## src/hdl/bli_pkg.sv

```systemverilog
`timescale 1ns / 1ps
// ----------------------------------------------------------------------------
// bli_pkg: shared types and constants for the bounded list block
// Sizes, command codes, controller states and the control/status words.
// ----------------------------------------------------------------------------
package bli_pkg;

  localparam int CAPACITY = 32;
  localparam int PW       = $clog2(CAPACITY);
  localparam int CW       = $clog2(CAPACITY + 1);
  localparam int VAL_W    = 30;
  localparam int POS_W    = 10;
  localparam int IDX_W    = 6;
  localparam int FUNC_W   = 2;

  localparam logic [FUNC_W-1:0] FUNC_FRONT = 2'd0;
  localparam logic [FUNC_W-1:0] FUNC_BACK  = 2'd1;
  localparam logic [FUNC_W-1:0] FUNC_DEL   = 2'd2;

  typedef enum logic [2:0] {
    ST_IDLE,
    ST_EXEC,
    ST_DEL_RD,
    ST_DEL_WR,
    ST_STREAM
  } bli_state_t;

  typedef struct packed {
    logic load;
    logic ins_front;
    logic ins_back;
    logic set_drop;
    logic del_init;
    logic del_rd;
    logic del_wr;
    logic del_done;
    logic stream;
  } bli_cmd_t;

  typedef struct packed {
    logic [FUNC_W-1:0] func;
    logic              full;
    logic              pos_ok;
    logic              shift_more;
    logic              stream_last;
  } bli_status_t;

endpackage

```

## src/hdl/bounded_list_insert_delete_top.sv

```systemverilog
`timescale 1ns / 1ps
// ----------------------------------------------------------------------------
// bounded_list_insert_delete_top: bounded ordered list with streamed readout
// Insert at front, append at back or delete at a position, then read out
// the whole list front to back, one word per cycle.
//
//   channel  | handshake              | words
//   ---------+------------------------+---------------------------------------
//   input    | start, busy            | in_func, in_value, in_position
//   result   | out_valid (strobe)     | out_element, out_element_index,
//            |                        | out_last, out_list_empty,
//            |                        | out_insert_dropped
//
// An in-range delete first moves each word behind the position one place
// toward the front, each read in ST_DEL_RD and written back in ST_DEL_WR.
// The list is then read out; an empty list still gives one result word.
// Synchronous reset empties the list.
// The receiver cannot stall; busy holds off the next command.
// ----------------------------------------------------------------------------
module bounded_list_insert_delete_top (
  input  logic                       clk,
  input  logic                       rst_n,
  input  logic                       start,
  output logic                       busy,
  input  logic [bli_pkg::FUNC_W-1:0] in_func,
  input  logic [bli_pkg::VAL_W-1:0]  in_value,
  input  logic [bli_pkg::POS_W-1:0]  in_position,
  output logic                       out_valid,
  output logic [bli_pkg::VAL_W-1:0]  out_element,
  output logic [bli_pkg::IDX_W-1:0]  out_element_index,
  output logic                       out_last,
  output logic                       out_list_empty,
  output logic                       out_insert_dropped
);
  import bli_pkg::*;

  bli_cmd_t    cmd;
  bli_status_t status;

  bli_ctrl u_ctrl (
    .clk    (clk),
    .rst_n  (rst_n),
    .start  (start),
    .status (status),
    .cmd    (cmd),
    .busy   (busy)
  );

  bli_dp u_dp (
    .clk                (clk),
    .rst_n              (rst_n),
    .cmd                (cmd),
    .status             (status),
    .in_func            (in_func),
    .in_value           (in_value),
    .in_position        (in_position),
    .out_valid          (out_valid),
    .out_element        (out_element),
    .out_element_index  (out_element_index),
    .out_last           (out_last),
    .out_list_empty     (out_list_empty),
    .out_insert_dropped (out_insert_dropped)
  );

endmodule

```

## src/hdl/bli_ctrl.sv

```systemverilog
`timescale 1ns / 1ps
// ----------------------------------------------------------------------------
// bli_ctrl: command sequencer
// Steps each command through update, delete shift and list readout.
// ----------------------------------------------------------------------------
module bli_ctrl (
  input  logic                 clk,
  input  logic                 rst_n,
  input  logic                 start,
  input  bli_pkg::bli_status_t status,
  output bli_pkg::bli_cmd_t    cmd,
  output logic                 busy
);
  import bli_pkg::*;

  bli_state_t state_r, state_nxt;

  always_ff @(posedge clk) begin
    if (!rst_n) begin
      state_r <= ST_IDLE;
    end else begin
      state_r <= state_nxt;
    end
  end

  always_comb begin
    state_nxt = state_r;
    cmd       = '0;
    busy      = (state_r != ST_IDLE);
    unique case (state_r)
      ST_IDLE: begin
        if (start) begin
          cmd.load  = 1'b1;
          state_nxt = ST_EXEC;
        end
      end
      ST_EXEC: begin
        state_nxt = ST_STREAM;
        case (status.func) inside
          FUNC_FRONT, FUNC_BACK: begin
            if (status.full) begin
              cmd.set_drop = 1'b1;
            end else if (status.func == FUNC_FRONT) begin
              cmd.ins_front = 1'b1;
            end else begin
              cmd.ins_back = 1'b1;
            end
          end
          FUNC_DEL: begin
            if (status.pos_ok) begin
              cmd.del_init = 1'b1;
              state_nxt    = ST_DEL_RD;
            end
          end
          default: state_nxt = ST_STREAM;
        endcase
      end
      ST_DEL_RD: begin
        if (status.shift_more) begin
          cmd.del_rd = 1'b1;
          state_nxt  = ST_DEL_WR;
        end else begin
          cmd.del_done = 1'b1;
          state_nxt    = ST_STREAM;
        end
      end
      ST_DEL_WR: begin
        cmd.del_wr = 1'b1;
        state_nxt  = ST_DEL_RD;
      end
      ST_STREAM: begin
        cmd.stream = 1'b1;
        if (status.stream_last) begin
          state_nxt = ST_IDLE;
        end
      end
      default: state_nxt = ST_IDLE;
    endcase
  end

endmodule

```

## src/hdl/bli_dp.sv

```systemverilog
`timescale 1ns / 1ps
// ----------------------------------------------------------------------------
// bli_dp: list storage and datapath
// Circular buffer with head pointer and count, shift unit for delete,
// registered readout of one word per cycle.
// ----------------------------------------------------------------------------
module bli_dp (
  input  logic                         clk,
  input  logic                         rst_n,
  input  bli_pkg::bli_cmd_t            cmd,
  output bli_pkg::bli_status_t         status,
  input  logic [bli_pkg::FUNC_W-1:0]   in_func,
  input  logic [bli_pkg::VAL_W-1:0]    in_value,
  input  logic [bli_pkg::POS_W-1:0]    in_position,
  output logic                         out_valid,
  output logic [bli_pkg::VAL_W-1:0]    out_element,
  output logic [bli_pkg::IDX_W-1:0]    out_element_index,
  output logic                         out_last,
  output logic                         out_list_empty,
  output logic                         out_insert_dropped
);
  import bli_pkg::*;

  function automatic logic [PW-1:0] wrap_add(input logic [PW-1:0] base,
                                             input logic [CW-1:0] off);
    logic [CW:0] s;
    s = (CW+1)'(base) + (CW+1)'(off);
    if (s >= (CW+1)'(CAPACITY)) s = s - (CW+1)'(CAPACITY);
    return s[PW-1:0];
  endfunction

  logic [VAL_W-1:0]  mem [CAPACITY];
  logic [VAL_W-1:0]  rd_data_r;

  logic [PW-1:0]     head_r, head_nxt;
  logic [CW-1:0]     count_r, count_nxt;
  logic [CW-1:0]     i_r, i_nxt;
  logic [CW-1:0]     k_r, k_nxt;
  logic              drop_r, drop_nxt;
  logic [FUNC_W-1:0] func_r;
  logic [VAL_W-1:0]  value_r;
  logic [POS_W-1:0]  pos_r;

  logic              tag_valid_r;
  logic [CW-1:0]     tag_idx_r;
  logic              tag_last_r;
  logic              tag_empty_r;
  logic              tag_drop_r;

  logic              mem_we;
  logic [PW-1:0]     mem_waddr;
  logic [VAL_W-1:0]  mem_wdata;
  logic [PW-1:0]     mem_raddr;
  logic [CW-1:0]     k_inc;
  logic              list_empty;

  assign k_inc      = k_r + CW'(1);
  assign list_empty = (count_r == '0);

  assign status.func        = func_r;
  assign status.full        = (count_r == CW'(CAPACITY));
  assign status.pos_ok      = (pos_r < POS_W'(count_r));
  assign status.shift_more  = ((CW+1)'(k_r) + (CW+1)'(1)) < (CW+1)'(count_r);
  assign status.stream_last = list_empty ||
                              (((CW+1)'(i_r) + (CW+1)'(1)) == (CW+1)'(count_r));

  always_comb begin
    head_nxt  = head_r;
    count_nxt = count_r;
    i_nxt     = i_r;
    k_nxt     = k_r;
    drop_nxt  = drop_r;
    mem_we    = 1'b0;
    mem_waddr = wrap_add(head_r, k_r);
    mem_wdata = rd_data_r;
    mem_raddr = wrap_add(head_r, i_r);
    if (cmd.load) begin
      drop_nxt = 1'b0;
      i_nxt    = '0;
    end
    if (cmd.set_drop) begin
      drop_nxt = 1'b1;
    end
    if (cmd.ins_front) begin
      head_nxt  = (head_r == '0) ? PW'(CAPACITY - 1) : head_r - PW'(1);
      mem_we    = 1'b1;
      mem_waddr = head_nxt;
      mem_wdata = value_r;
      count_nxt = count_r + CW'(1);
    end
    if (cmd.ins_back) begin
      mem_we    = 1'b1;
      mem_waddr = wrap_add(head_r, count_r);
      mem_wdata = value_r;
      count_nxt = count_r + CW'(1);
    end
    if (cmd.del_init) begin
      k_nxt = CW'(pos_r);
    end
    if (cmd.del_rd) begin
      mem_raddr = wrap_add(head_r, k_inc);
    end
    if (cmd.del_wr) begin
      mem_we = 1'b1;
      k_nxt  = k_inc;
    end
    if (cmd.del_done) begin
      count_nxt = count_r - CW'(1);
    end
    if (cmd.stream) begin
      i_nxt = i_r + CW'(1);
    end
  end

  always_ff @(posedge clk) begin
    if (mem_we) begin
      mem[mem_waddr] <= mem_wdata;
    end
    rd_data_r <= mem[mem_raddr];
  end

  always_ff @(posedge clk) begin
    if (!rst_n) begin
      head_r      <= '0;
      count_r     <= '0;
      tag_valid_r <= 1'b0;
    end else begin
      head_r      <= head_nxt;
      count_r     <= count_nxt;
      tag_valid_r <= cmd.stream;
    end
  end

  always_ff @(posedge clk) begin
    i_r    <= i_nxt;
    k_r    <= k_nxt;
    drop_r <= drop_nxt;
    if (cmd.load) begin
      func_r  <= in_func;
      value_r <= in_value;
      pos_r   <= in_position;
    end
    tag_idx_r   <= i_r;
    tag_last_r  <= status.stream_last;
    tag_empty_r <= list_empty;
    tag_drop_r  <= drop_r;
  end

  assign out_valid          = tag_valid_r;
  assign out_element        = tag_empty_r ? '0 : rd_data_r;
  assign out_element_index  = tag_empty_r ? '0 : IDX_W'(tag_idx_r);
  assign out_last           = tag_last_r;
  assign out_list_empty     = tag_empty_r;
  assign out_insert_dropped = tag_drop_r;

endmodule
```

## config.mk

```make
export PLATFORM = sky130hd
export DESIGN_NAME = bounded_list_insert_delete_top
export DESIGN_NICKNAME = d
export VERILOG_FILES = /design/src/hdl/bli_pkg.sv /design/src/hdl/bounded_list_insert_delete_top.sv /design/src/hdl/bli_ctrl.sv /design/src/hdl/bli_dp.sv
export SDC_FILE = /design/constraint.sdc
export NUM_CORES = 1
export LEC_CHECK = 0
export ABC_AREA = 1
export BUFFER_PORTS_ARGS = -buffer_cell sky130_fd_sc_hd__buf_2
export CAP_MARGIN = 10
export CORE_MARGIN = 1.5
export CORE_UTILIZATION = 57
export DETAILED_ROUTE_END_ITERATION = 6
export PLACE_DENSITY_LB_ADDON = 0.08
export SYNTH_ARGS = -nofsm -noshare
export SYNTH_HDL_FRONTEND = slang
export SYNTH_SLANG_ARGS = --single-unit
export TNS_END_PERCENT = 30
```

## constraint.sdc

```tcl
create_clock -name clk -period 9.6 [get_ports clk]
set_clock_uncertainty 0.1 [all_clocks]
set_input_delay 1.92 -clock clk [delete_from_list [all_inputs] [get_ports clk]]
set_output_delay 1.92 -clock clk [all_outputs]
set_load 0.02 [all_outputs]
```

* Word-level counts from Yosys, hierarchy flattened
Memory sizes are Yosys's and may differ from the RTL's. A register that Yosys moved wholly into a read port is not among the register bits.
Index checks and enable logic that the tools add are counted.
** Word-level totals
- Output and inout port bits :: 41
- Bits in writable memories :: 960
- Flip-flop bits (word level) :: 79
- Bits of input ports :: 45
- Logic and storage cells :: 105
- Memories kept :: 1
** Memories
- u_dp.mem :: words 32, bits a word 30, rd ports 1, clocked after Yosys merged registers in 1, wr ports 1, line bli_dp.sv:32 : logic [VAL_W-1:0] mem [CAPACITY];
** Cells by class
- Muxes and demuxes :: 48
- Reductions and logical operators :: 11
- Magnitude comparators :: 6
- $add $sub $neg :: 15
- Equality and inequality tests :: 10
** Operator list (count)
- $mux W30 :: 3
- $mux W6 :: 8
- $mux W5 :: 8
- $add A5 B6 Y7 :: 4
- $ge A7 B6 Y1 const B :: 4
- $sub A5 B1 Y5 const B :: 5
- $mux W3 :: 7
- $mux W1 :: 19
- $add A6 B1 Y6 const B :: 3
- $pmux W3 S5 :: 1
- $add A6 B1 Y7 const B :: 2
- $lt A10 B6 Y1 :: 1
- $eq A7 B6 Y1 :: 1
- $lt A7 B6 Y1 :: 1
- $eq A3 B2 Y1 const B :: 2
- $eq A6 B6 Y1 const B :: 1
- $logic_not A6 Y1 :: 1
- $reduce_bool A3 Y1 :: 2
- $sub A6 B1 Y6 const B :: 1
- $logic_not A5 Y1 :: 1
- $mux W4 :: 1
- $reduce_bool A2 Y1 :: 2
- $eq A3 B1 Y1 const B :: 1
- $eq A3 B3 Y1 const B :: 1
- 10 further kinds :: 10

* Logic depth before layout (Yosys ltp)
Gate-level depths: netlist of the first run.
- Depth in word-level cells :: 10
- Depth in mapped cells :: 25
- Depth with buffers taken out :: 23

* By module
From an unflattened synthesis of the first run, not the netlist that was laid out.
** Second synthesis, totals
- Cell total of the unflattened synthesis :: 3516
- Area, all modules :: 43242.7 µm²
** By module, submodules not included
- bli_dp :: cells an instance 3477, area an instance 43010.0 µm², sequential area each 31490.2 µm², times used 1
- bli_ctrl :: cells an instance 39, area an instance 232.7 µm², sequential area each 60.1 µm², times used 1

* Least setup slack after synthesis of the first run
OpenSTA, ideal clock, no wires.
- Kind :: in2reg
- Start :: input port start
- End :: register u_dp.i_r[0] (enable)
- Required time :: 9.183 ns
- Buffers on the path :: 0
- Setup time :: 0.317 ns
- Setup slack :: 5.128 ns
- Cell stages on the path :: 4
- Arrival time :: 4.055 ns
- Cells stage by stage :: inv_1 -> nor2_1 -> nor2_1 -> inv_1
** RTL lines
- start: declaration :: line bounded_list_insert_delete_top.sv:23 : input logic start,
- end signal: assignment :: line bli_dp.sv:135 : i_r <= i_nxt;
- end: declaration :: line bli_dp.sv:37 : logic [CW-1:0] i_r, i_nxt;

* Worst setup path in the final report of the first run
- Start :: register u_dp.k_r[0]
- End :: register u_dp.rd_data_r[4], read port of u_dp.mem
** Between the ends
- Word-level cells in the longest chain between the ends :: 5
- Elaborated cells between the ends (all ways) :: 10
- Those cells by class :: add/sub: 4; order compare: 2; mux: 4
** Ends and longest elaborated chain
- start: declaration :: line bli_dp.sv:38 : logic [CW-1:0] k_r, k_nxt;
- start signal: assignment :: line bli_dp.sv:136 : k_r <= k_nxt;
- $add A6 B1 Y6 / $add A6 B1 Y7 (equally long branches) :: line bli_dp.sv:57, bli_dp.sv:63
- $add A5 B6 Y7 / $lt A7 B6 Y1 (equally long branches) :: line bli_dp.sv:27, bli_dp.sv:63
- $ge A7 B6 Y1, or another cell as far along :: line bli_dp.sv:28 : if (s >= (CW+1)'(CAPACITY)) s = s - (CW+1)'(CAPACITY);
- $mux W5 / $mux W1 (equally long branches) :: line bli_dp.sv:28, bli_ctrl.sv:30
- $mux W5 (*) :: line bli_dp.sv:100 : if (cmd.del_rd) begin
- end: declaration :: line bli_dp.sv:33 : logic [VAL_W-1:0] rd_data_r;
Mark *: on every way between the ends. The rest lies on a longest branch, timed or not.
A chain may end at the register's enable or synchronous reset.

==> flow_metrics.py, run 1 <==
metrics = {
    "floorplan": {
        "die-area_um2": 79970,
        "coreArea_um2": 77470,
        "initial_utilization": 0.5760,
        "die_h_um": 282.8,
        "io_pins": 86,
        "die_w_um": 282.8,
        "row_count": 102,
    },
    "clock_network": {
        "path_clk_slew_ps": 70,
        "clock_sink_count": 1069,
        "cts_tree": "yes",
        "post_cts_buffers": 0,
        "h-tree-depth": 3,
        "cts.repair.resized": 0,
        "clkLatencyLatePin_ps": 670,
        "ctsHoldBuffers": 0,
        "cts_buffers": 109,
        "clockRootBuffer": "clkbuf_16",
        "cts_buffer_depth": 3,
    },
    "synthesis": {
        "postSynthAreaPerCell_um2": 11.65,
        "synthArstFlopShare": 0,
        "synth_edf_count": 1014,
        "synthFlopType": "edfxtp_1",
        "synth.distinct_cells": 34,
        "synth_nets": 3909,
        "yosysTopAreaCellShare": 0.6824,
        "synth_area_leaders": "edfxtp_1 (68%), nand2_1 (5.1%), inv_1 (4.7%)",
        "netlist_instances": 3831,
        "ys_ff_latch": 1069,
        "yosysWarnings": 0,
        "netlist_area_um2": 44620,
        "synth_top_area_cell": "edfxtp_1",
        "synth_seq_area_share": 0.7071,
    },
    "sta": {
        "period_needed_ps": 5954,
        "rsz0062_at_grt": "no",
        "relSlewSlack": 0.2202,
        "drv_slew": 0,
        "period_share": 0.6202,
        "fin_ws_ps": 3646,
        "fmax_ghz": 0.1680,
        "finalHoldViolCount": 0,
        "setup_viol": 0,
        "worstMarginPinSlew_ps": 1170,
        "tns_ps": 0,
    },
    "pwr": {
        "p_int_mw": 9.264,
        "clkPwrFrac": 0.324,
        "combPwrFrac": 0.225,
        "leakagePower_nw": 18.86,
        "seqPwrFrac": 0.451,
        "switching_share": 0.3037,
        "power.switching_mw": 4.041,
        "power_mw": 13.30,
        "peakVddDrop_mv": 0.2119,
        "powerDensity_nw_per_um2": 265.6,
    },
    "drt": {
        "maxUsedRoutingLayer": "met4",
        "vias_per_cell": 5.716,
        "drt.antenna.violating_nets": 0,
        "num_vias": 28689,
        "drt_first_pass_iters": 6,
        "wl_um": 111300,
        "wl_per_cell_um": 22.18,
        "drt_iter0_markers": 3060,
        "wl_met2_um": 53090,
        "met3_length_um": 7409,
        "drt-met1-wl_um": 47900,
        "route.detailed.drc": 0,
    },
    "hold_path": {
        "hp-class": "flip-flop to flip-flop",
    },
    "cells_and_area": {
        "fillers": 5900,
        "drive_gt1_frac": 0.09877,
        "fin_nets": 3962,
        "area_growth_pct": 12.26,
        "layout_common_cells": "edfxtp_1 (1,014), nand2_1 (601), inv_1 (559), a21oi_1 (297), o21ai_0 (296)",
        "multiInputGateArea_um2": 10350,
        "final_common_cell": "edfxtp_1",
        "seqCellArea_um2": 31550,
        "antenna_cells": 0,
    },
    "status": {
        "status": "finished clean",
    },
    "critical_path": {
        "cp.required_ps": 10110,
        "cp-start-kind": "flip-flop",
        "cp_max_fo": 93,
        "critical_path_class": "flip-flop to flip-flop",
        "crit_arrival_ps": 6460,
        "cp-end-kind": "flip-flop",
    },
    "global_routing": {
        "grt_usage": 0.2823,
        "grt_first_pass_wirelength_um": 167200,
        "overflow": 0,
        "grt_pass1_vias": 27601,
        "grt_max_degree": 223,
        "antenna_found_initial": 0,
    },
    "placement": {
        "gp_congestion": 0.8418,
        "io_buffers": 85,
        "dp_hpwl_um": 57880,
        "dp_slack_ps": 3742,
    },
    "run": {
        "drv_cap": 0,
    },
}
worst max-delay path, stage by stage (launching register included):
cell	delay (ps)
edfxtp_1	480
ha_1	270
nand3_1	120
xor2_1	250
ha_1	290
nand2_1	70
nand2_1	40
nand2_1	50
nand2_1	40
nor2_1	210
nand3_2	190
nand2_1	90
o21ai_0	140
ha_4	200
fa_4	1370
buf_4	900
o21ai_0	210
a21oi_1	240
o21ai_1	100
o21ai_1	210
nand2_1	90
nand2_1	100
synth_stat cells (10+ instances only):
| library cell | instances |
|---|---|
| edfxtp_1 | 1014 |
| nand2_1 | 601 |
| inv_1 | 559 |
| o21ai_0 | 326 |
| a21oi_1 | 297 |
| nand3_1 | 281 |
| o211ai_1 | 210 |
| nor2_1 | 108 |
| buf_2 | 90 |
| clkbuf_1 | 86 |
| dfxtp_1 | 55 |
| o21ai_1 | 51 |
| buf_1 | 39 |
| nand3b_1 | 34 |
| ha_1 | 29 |
| xor2_1 | 10 |
layout make-up:
type	instances	area share
flip-flops and latches	1069	0.6299
multi-input cells	1978	0.2066
clock buffers	140	0.05860
inverters	567	0.04256
well taps	1040	0.02598
repair buffers	159	0.02181
clock inverters	66	0.01456
stage by stage:
step	cell area [µm²]	std cells	utilization	hold slack, ps
after floorplan	44620	3831	-	224.9
after global placement	46320	4806	0.5980	237.2
final	50090	5019	0.6466	253.6
after global routing	50090	5019	0.6466	269.4
after CTS	49990	5012	0.6453	253.9
after detailed placement	46320	4806	0.5980	241.4
power groups by stage:
stage / clock network, mW / logic, mW / registers [mW]
floorplan: 0 / 2.01 / 6.08
global placement: 0 / 2.86 / 6.09
detailed placement: 0 / 2.93 / 6.10
CTS: 4.36 / 2.94 / 6.00
global route: 4.53 / 3.34 / 6.00
finish: 4.31 / 3.00 / 5.99
per-layer routing:
metal | global-route usage | vias up
li1 | - | 13471
met1 | 0.4041 | 14015
met2 | 0.4571 | 1011
met3 | 0.03573 | 192
met4 | 0.08323 | 0
met5 | 0 | -
flip-flops by register name, summed over array words and instances, names as in the netlist:
register,cells
u_dp.count_r,6
u_dp.out_insert_dropped,1
u_dp.head_r,5
u_dp.k_r,6
u_dp.out_valid,1
u_dp.tag_idx_r,6
u_ctrl.state_r,3
u_dp.mem,960
u_dp.rd_data_r,30
u_dp.out_list_empty,1
u_dp.drop_r,1
u_dp.i_r,6
u_dp.out_last,1
u_dp.value_r,30
u_dp.func_r,2
u_dp.pos_r,10
kinds of logic after synthesis:
family,synth area share
AOI/OAI and AO/OA,0.1118
xor gates and xnor gates,0.002748
adders and majority gates,0.009927
buffers and inverters,0.06873
DFF,0.7071
and+or+nand+nor,0.09966
final timing paths:
path	from	endpoint	slack, ps	depth (start not counted)
max	u_dp.k_r[0]	u_dp.rd_data_r[4]	3650	21
min	u_dp.drop_r	u_dp.out_insert_dropped	250	0
min reg2reg	u_dp.drop_r	u_dp.out_insert_dropped	250	0
max reg2reg	u_dp.k_r[0]	u_dp.rd_data_r[4]	3650	21
Power figures use the tool's default switching activity.
==> inputs of run 2 (changes only) <==
--- a/config.mk
+++ b/config.mk
@@ -5,7 +5,7 @@
 export SDC_FILE = /design/constraint.sdc
 export NUM_CORES = 1
 export LEC_CHECK = 0
-export ABC_AREA = 1
+export ABC_AREA = 0
 export BUFFER_PORTS_ARGS = -buffer_cell sky130_fd_sc_hd__buf_2
 export CAP_MARGIN = 10
 export CORE_MARGIN = 1.5
==> constraint.sdc (replaced) <==
create_clock -name clk -period 5.9 [get_ports clk]
set_clock_uncertainty 0.1 [all_clocks]
set_input_delay 1.18 -clock clk [delete_from_list [all_inputs] [get_ports clk]]
set_output_delay 1.18 -clock clk [all_outputs]
set_load 0.02 [all_outputs]
==> flow_metrics.py, run 2 <==
metrics = {
    "global_routing": {
        "grt_pass1_vias": 20018,
        "overflow": 0,
        "antenna_found_initial": 2,
        "grt_max_degree": 61,
        "grt_usage": 0.2668,
        "grt_first_pass_wirelength_um": 139000,
    },
    "critical_path": {
        "cp-end-kind": "flip-flop",
        "r2r-start": "u_dp.k_r[0]",
        "reg2reg_depth": 16,
        "critical_path_class": "flip-flop to flip-flop",
        "ff2ff_setup_slack_ps": 310,
        "r2r-end": "u_dp.rd_data_r[2]",
        "cp-start-kind": "flip-flop",
        "cp_max_fo": 52,
        "cp.required_ps": 6330,
        "crit_arrival_ps": 6020,
    },
    "pwr": {
        "combPwrFrac": 0.113,
        "seqPwrFrac": 0.513,
        "powerDensity_nw_per_um2": 380.7,
        "leakagePower_nw": 15.37,
        "clkPwrFrac": 0.374,
        "p_int_mw": 13.88,
        "power.switching_mw": 4.143,
        "switching_share": 0.2299,
        "peakVddDrop_mv": 0.2717,
    },
    "synthesis": {
        "synthMuxAreaShare": 0.1748,
        "synth.distinct_cells": 48,
        "synth.most_common_cell": "edfxtp_1",
        "synth_xor_area_frac": 0.007597,
        "synth_area_leaders": "edfxtp_1 (73%), mux4_2 (16%), dfxtp_1 (2.7%)",
        "synth-adder-area-share": 0.01067,
        "synth-compound-area-share": 0.009436,
        "synthFlopType": "edfxtp_1",
        "synth_top_family_by_area": "multiplexers",
        "yosysWarnings": 0,
        "postSynthAreaPerCell_um2": 22.03,
        "synth_edf_count": 1014,
        "synth_seq_area_share": 0.7602,
        "yosysTopAreaCellShare": 0.7337,
        "ys_top_cells_by_count": "edfxtp_1 (1,014), mux4_2 (300), nand2_1 (115)",
        "netlist_instances": 1884,
        "synthArstFlopShare": 0,
        "netlist_area_um2": 41500,
        "synth_nets": 1962,
        "synth_top_area_cell": "edfxtp_1",
        "synth-simple-area-share": 0.02695,
        "ys_ff_latch": 1069,
    },
    "cells_and_area": {
        "largest_register_ffs": 960,
        "antenna_cells": 0,
        "final_common_cell": "edfxtp_1",
        "largest-register": "u_dp.mem",
        "fillers": 4649,
        "design_area_um2": 47350,
        "fin_nets": 2155,
        "utilization": 0.6601,
        "area_growth_pct": 14.09,
        "drive_gt1_frac": 0.3293,
        "layout_common_cells": "edfxtp_1 (1,014), mux4_2 (300), nand2_1 (115), clkbuf_16 (104), buf_2 (85)",
        "reg_top3": "u_dp.mem (960), u_dp.rd_data_r (30), u_dp.value_r (30)",
    },
    "clock_network": {
        "post_cts_buffers": 0,
        "clock_sink_count": 1069,
        "clkLatencyLatePin_ps": 660,
        "cts.repair.resized": 0,
        "ctsHoldBuffers": 0,
        "clockRootBuffer": "clkbuf_16",
        "path_clk_slew_ps": 60,
        "cts_buffers": 103,
        "cts_buffer_depth": 3,
        "cts_tree": "yes",
        "h-tree-depth": 3,
    },
    "floorplan": {
        "coreArea_um2": 71730,
        "io_pins": 86,
        "die-area_um2": 74440,
        "die_h_um": 272.8,
        "initial_utilization": 0.5786,
        "row_count": 98,
        "die_w_um": 272.8,
    },
    "drt": {
        "drt.antenna.violating_nets": 0,
        "drt_first_pass_iters": 5,
        "wl_um": 96730,
        "drt_iter0_markers": 2443,
        "route.detailed.drc": 0,
        "vias_per_cell": 6.391,
        "wl_per_cell_um": 31.08,
        "num_vias": 19889,
    },
    "sta": {
        "fmax_ghz": 0.1790,
        "rsz0062_at_grt": "no",
        "period_needed_ps": 5587,
        "drv_slew": 0,
        "fin_ws_ps": 313.4,
        "setup_viol": 0,
        "tns_ps": 0,
        "worstMarginPinSlew_ps": 1057,
        "finalHoldViolCount": 0,
        "period_share": 0.9469,
        "relSlewSlack": 0.2938,
    },
    "placement": {
        "place_area_um2": 43880,
        "dp_hpwl_um": 51150,
        "io_buffers": 85,
        "gp_congestion": 0.8152,
        "dp_slack_ps": 361.7,
    },
    "hold_path": {
        "min_to": "u_dp.out_insert_dropped",
        "hp-class": "flip-flop to flip-flop",
        "hold_depth": 0,
        "min_from": "u_dp.drop_r",
    },
    "run": {
        "drv_cap": 0,
    },
    "status": {
        "status": "finished clean",
    },
}
## run 2: cell types whose count changed after synthesis, moves of 38 or more
cell / previous run / this run
o211ai_1: 210 / 1
o21ai_0: 326 / 10
nor2b_1: 0 / 38
o21ai_1: 51 / 1
nand2_1: 601 / 115
a21oi_1: 297 / 14
nand3_1: 281 / 9
mux4_2: 0 / 300
inv_1: 559 / 15
clkbuf_1: 86 / 48
mux2_2: 0 / 39
nor2_1: 108 / 25
buf_2: 90 / 27
## run 2: layout make-up
class / count / area (µm²) / share of cell area
clock inverter: 52 / 644.4 / 0.01361
clock buffer: 138 / 2830 / 0.05977
inverter: 15 / 56.30 / 0.001189
sequential: 1069 / 31550 / 0.6663
multi-input combinational: 715 / 9743 / 0.2058
timing repair buffer: 173 / 1336 / 0.02822
tap: 950 / 1189 / 0.02510
## run 2: critical path, cell delays in order, from the launching register on
cell and delay, ps:
edfxtp_1 510, ha_1 270, and3_1 200, xor2_1 240
ha_1 300, a21o_1 180, a21oi_1 140, o211a_1 210
nand3_2 170, nand2_1 110, o21ai_0 180, ha_4 230
fa_4 1060, buf_12 360, mux4_2 360, mux4_2 510
mux2_2 290
## run 2: worst max path at each step
stage / endpoint / slack, ps / from
after floorplan: u_dp.rd_data_r[0] / 1000 / u_dp.k_r[0]
after global placement: u_dp.rd_data_r[0] / 430 / u_dp.k_r[0]
after detailed placement: u_dp.rd_data_r[2] / 360 / u_dp.k_r[0]
after CTS: u_dp.rd_data_r[2] / 320 / u_dp.k_r[0]
after global routing: u_dp.rd_data_r[0] / 130 / u_dp.k_r[0]
final: u_dp.rd_data_r[2] / 310 / u_dp.k_r[0]
## run 2: per-layer routing
| metal | vias up | part of all wire | track usage | routed length [µm] |
|---|---|---|---|---|
| met3 | 153 | 0.086 | 0.04912 | 8288 |
| li1 | 8218 | - | - | - |
| met4 | 0 | 0.022 | 0.06623 | 2122 |
| met5 | - | 0 | 0 | 0 |
| met1 | 10627 | 0.41 | 0.3913 | 39460 |
| met2 | 891 | 0.48 | 0.4231 | 46870 |
## run 2: per-stage QoR
stage,power (mW),std cells,hold WS (ps)
floorplan,10.73,1884,230.6
global placement,11.37,2922,246.4
detailed placement,11.45,2922,260.9
CTS,18.13,3112,268.7
global route,18.57,3112,282.3
finish,18.02,3112,268.0
## run 2: kinds of logic (layout without fill, tap and decap cells)
logic type	count (synthesis)	after routing
AND/OR/NAND/NOR	242	242
adder cells (fa/ha/maj)	33	33
multiplexers	345	345
XOR/XNOR	36	36
flip-flops	1069	1069
AO/OA/AOI/OAI	59	59
buffers and inverters	100	378
## run 2: power groups by stage
stage | Combinational [mW] | Sequential, mW | Clock (mW)
global route | 2.21 | 9.25 | 7.10
finish | 2.04 | 9.24 | 6.74
global placement | 1.98 | 9.39 | 0
detailed placement | 2.05 | 9.40 | 0
CTS | 2.06 | 9.24 | 6.83
floorplan | 1.42 | 9.31 | 0
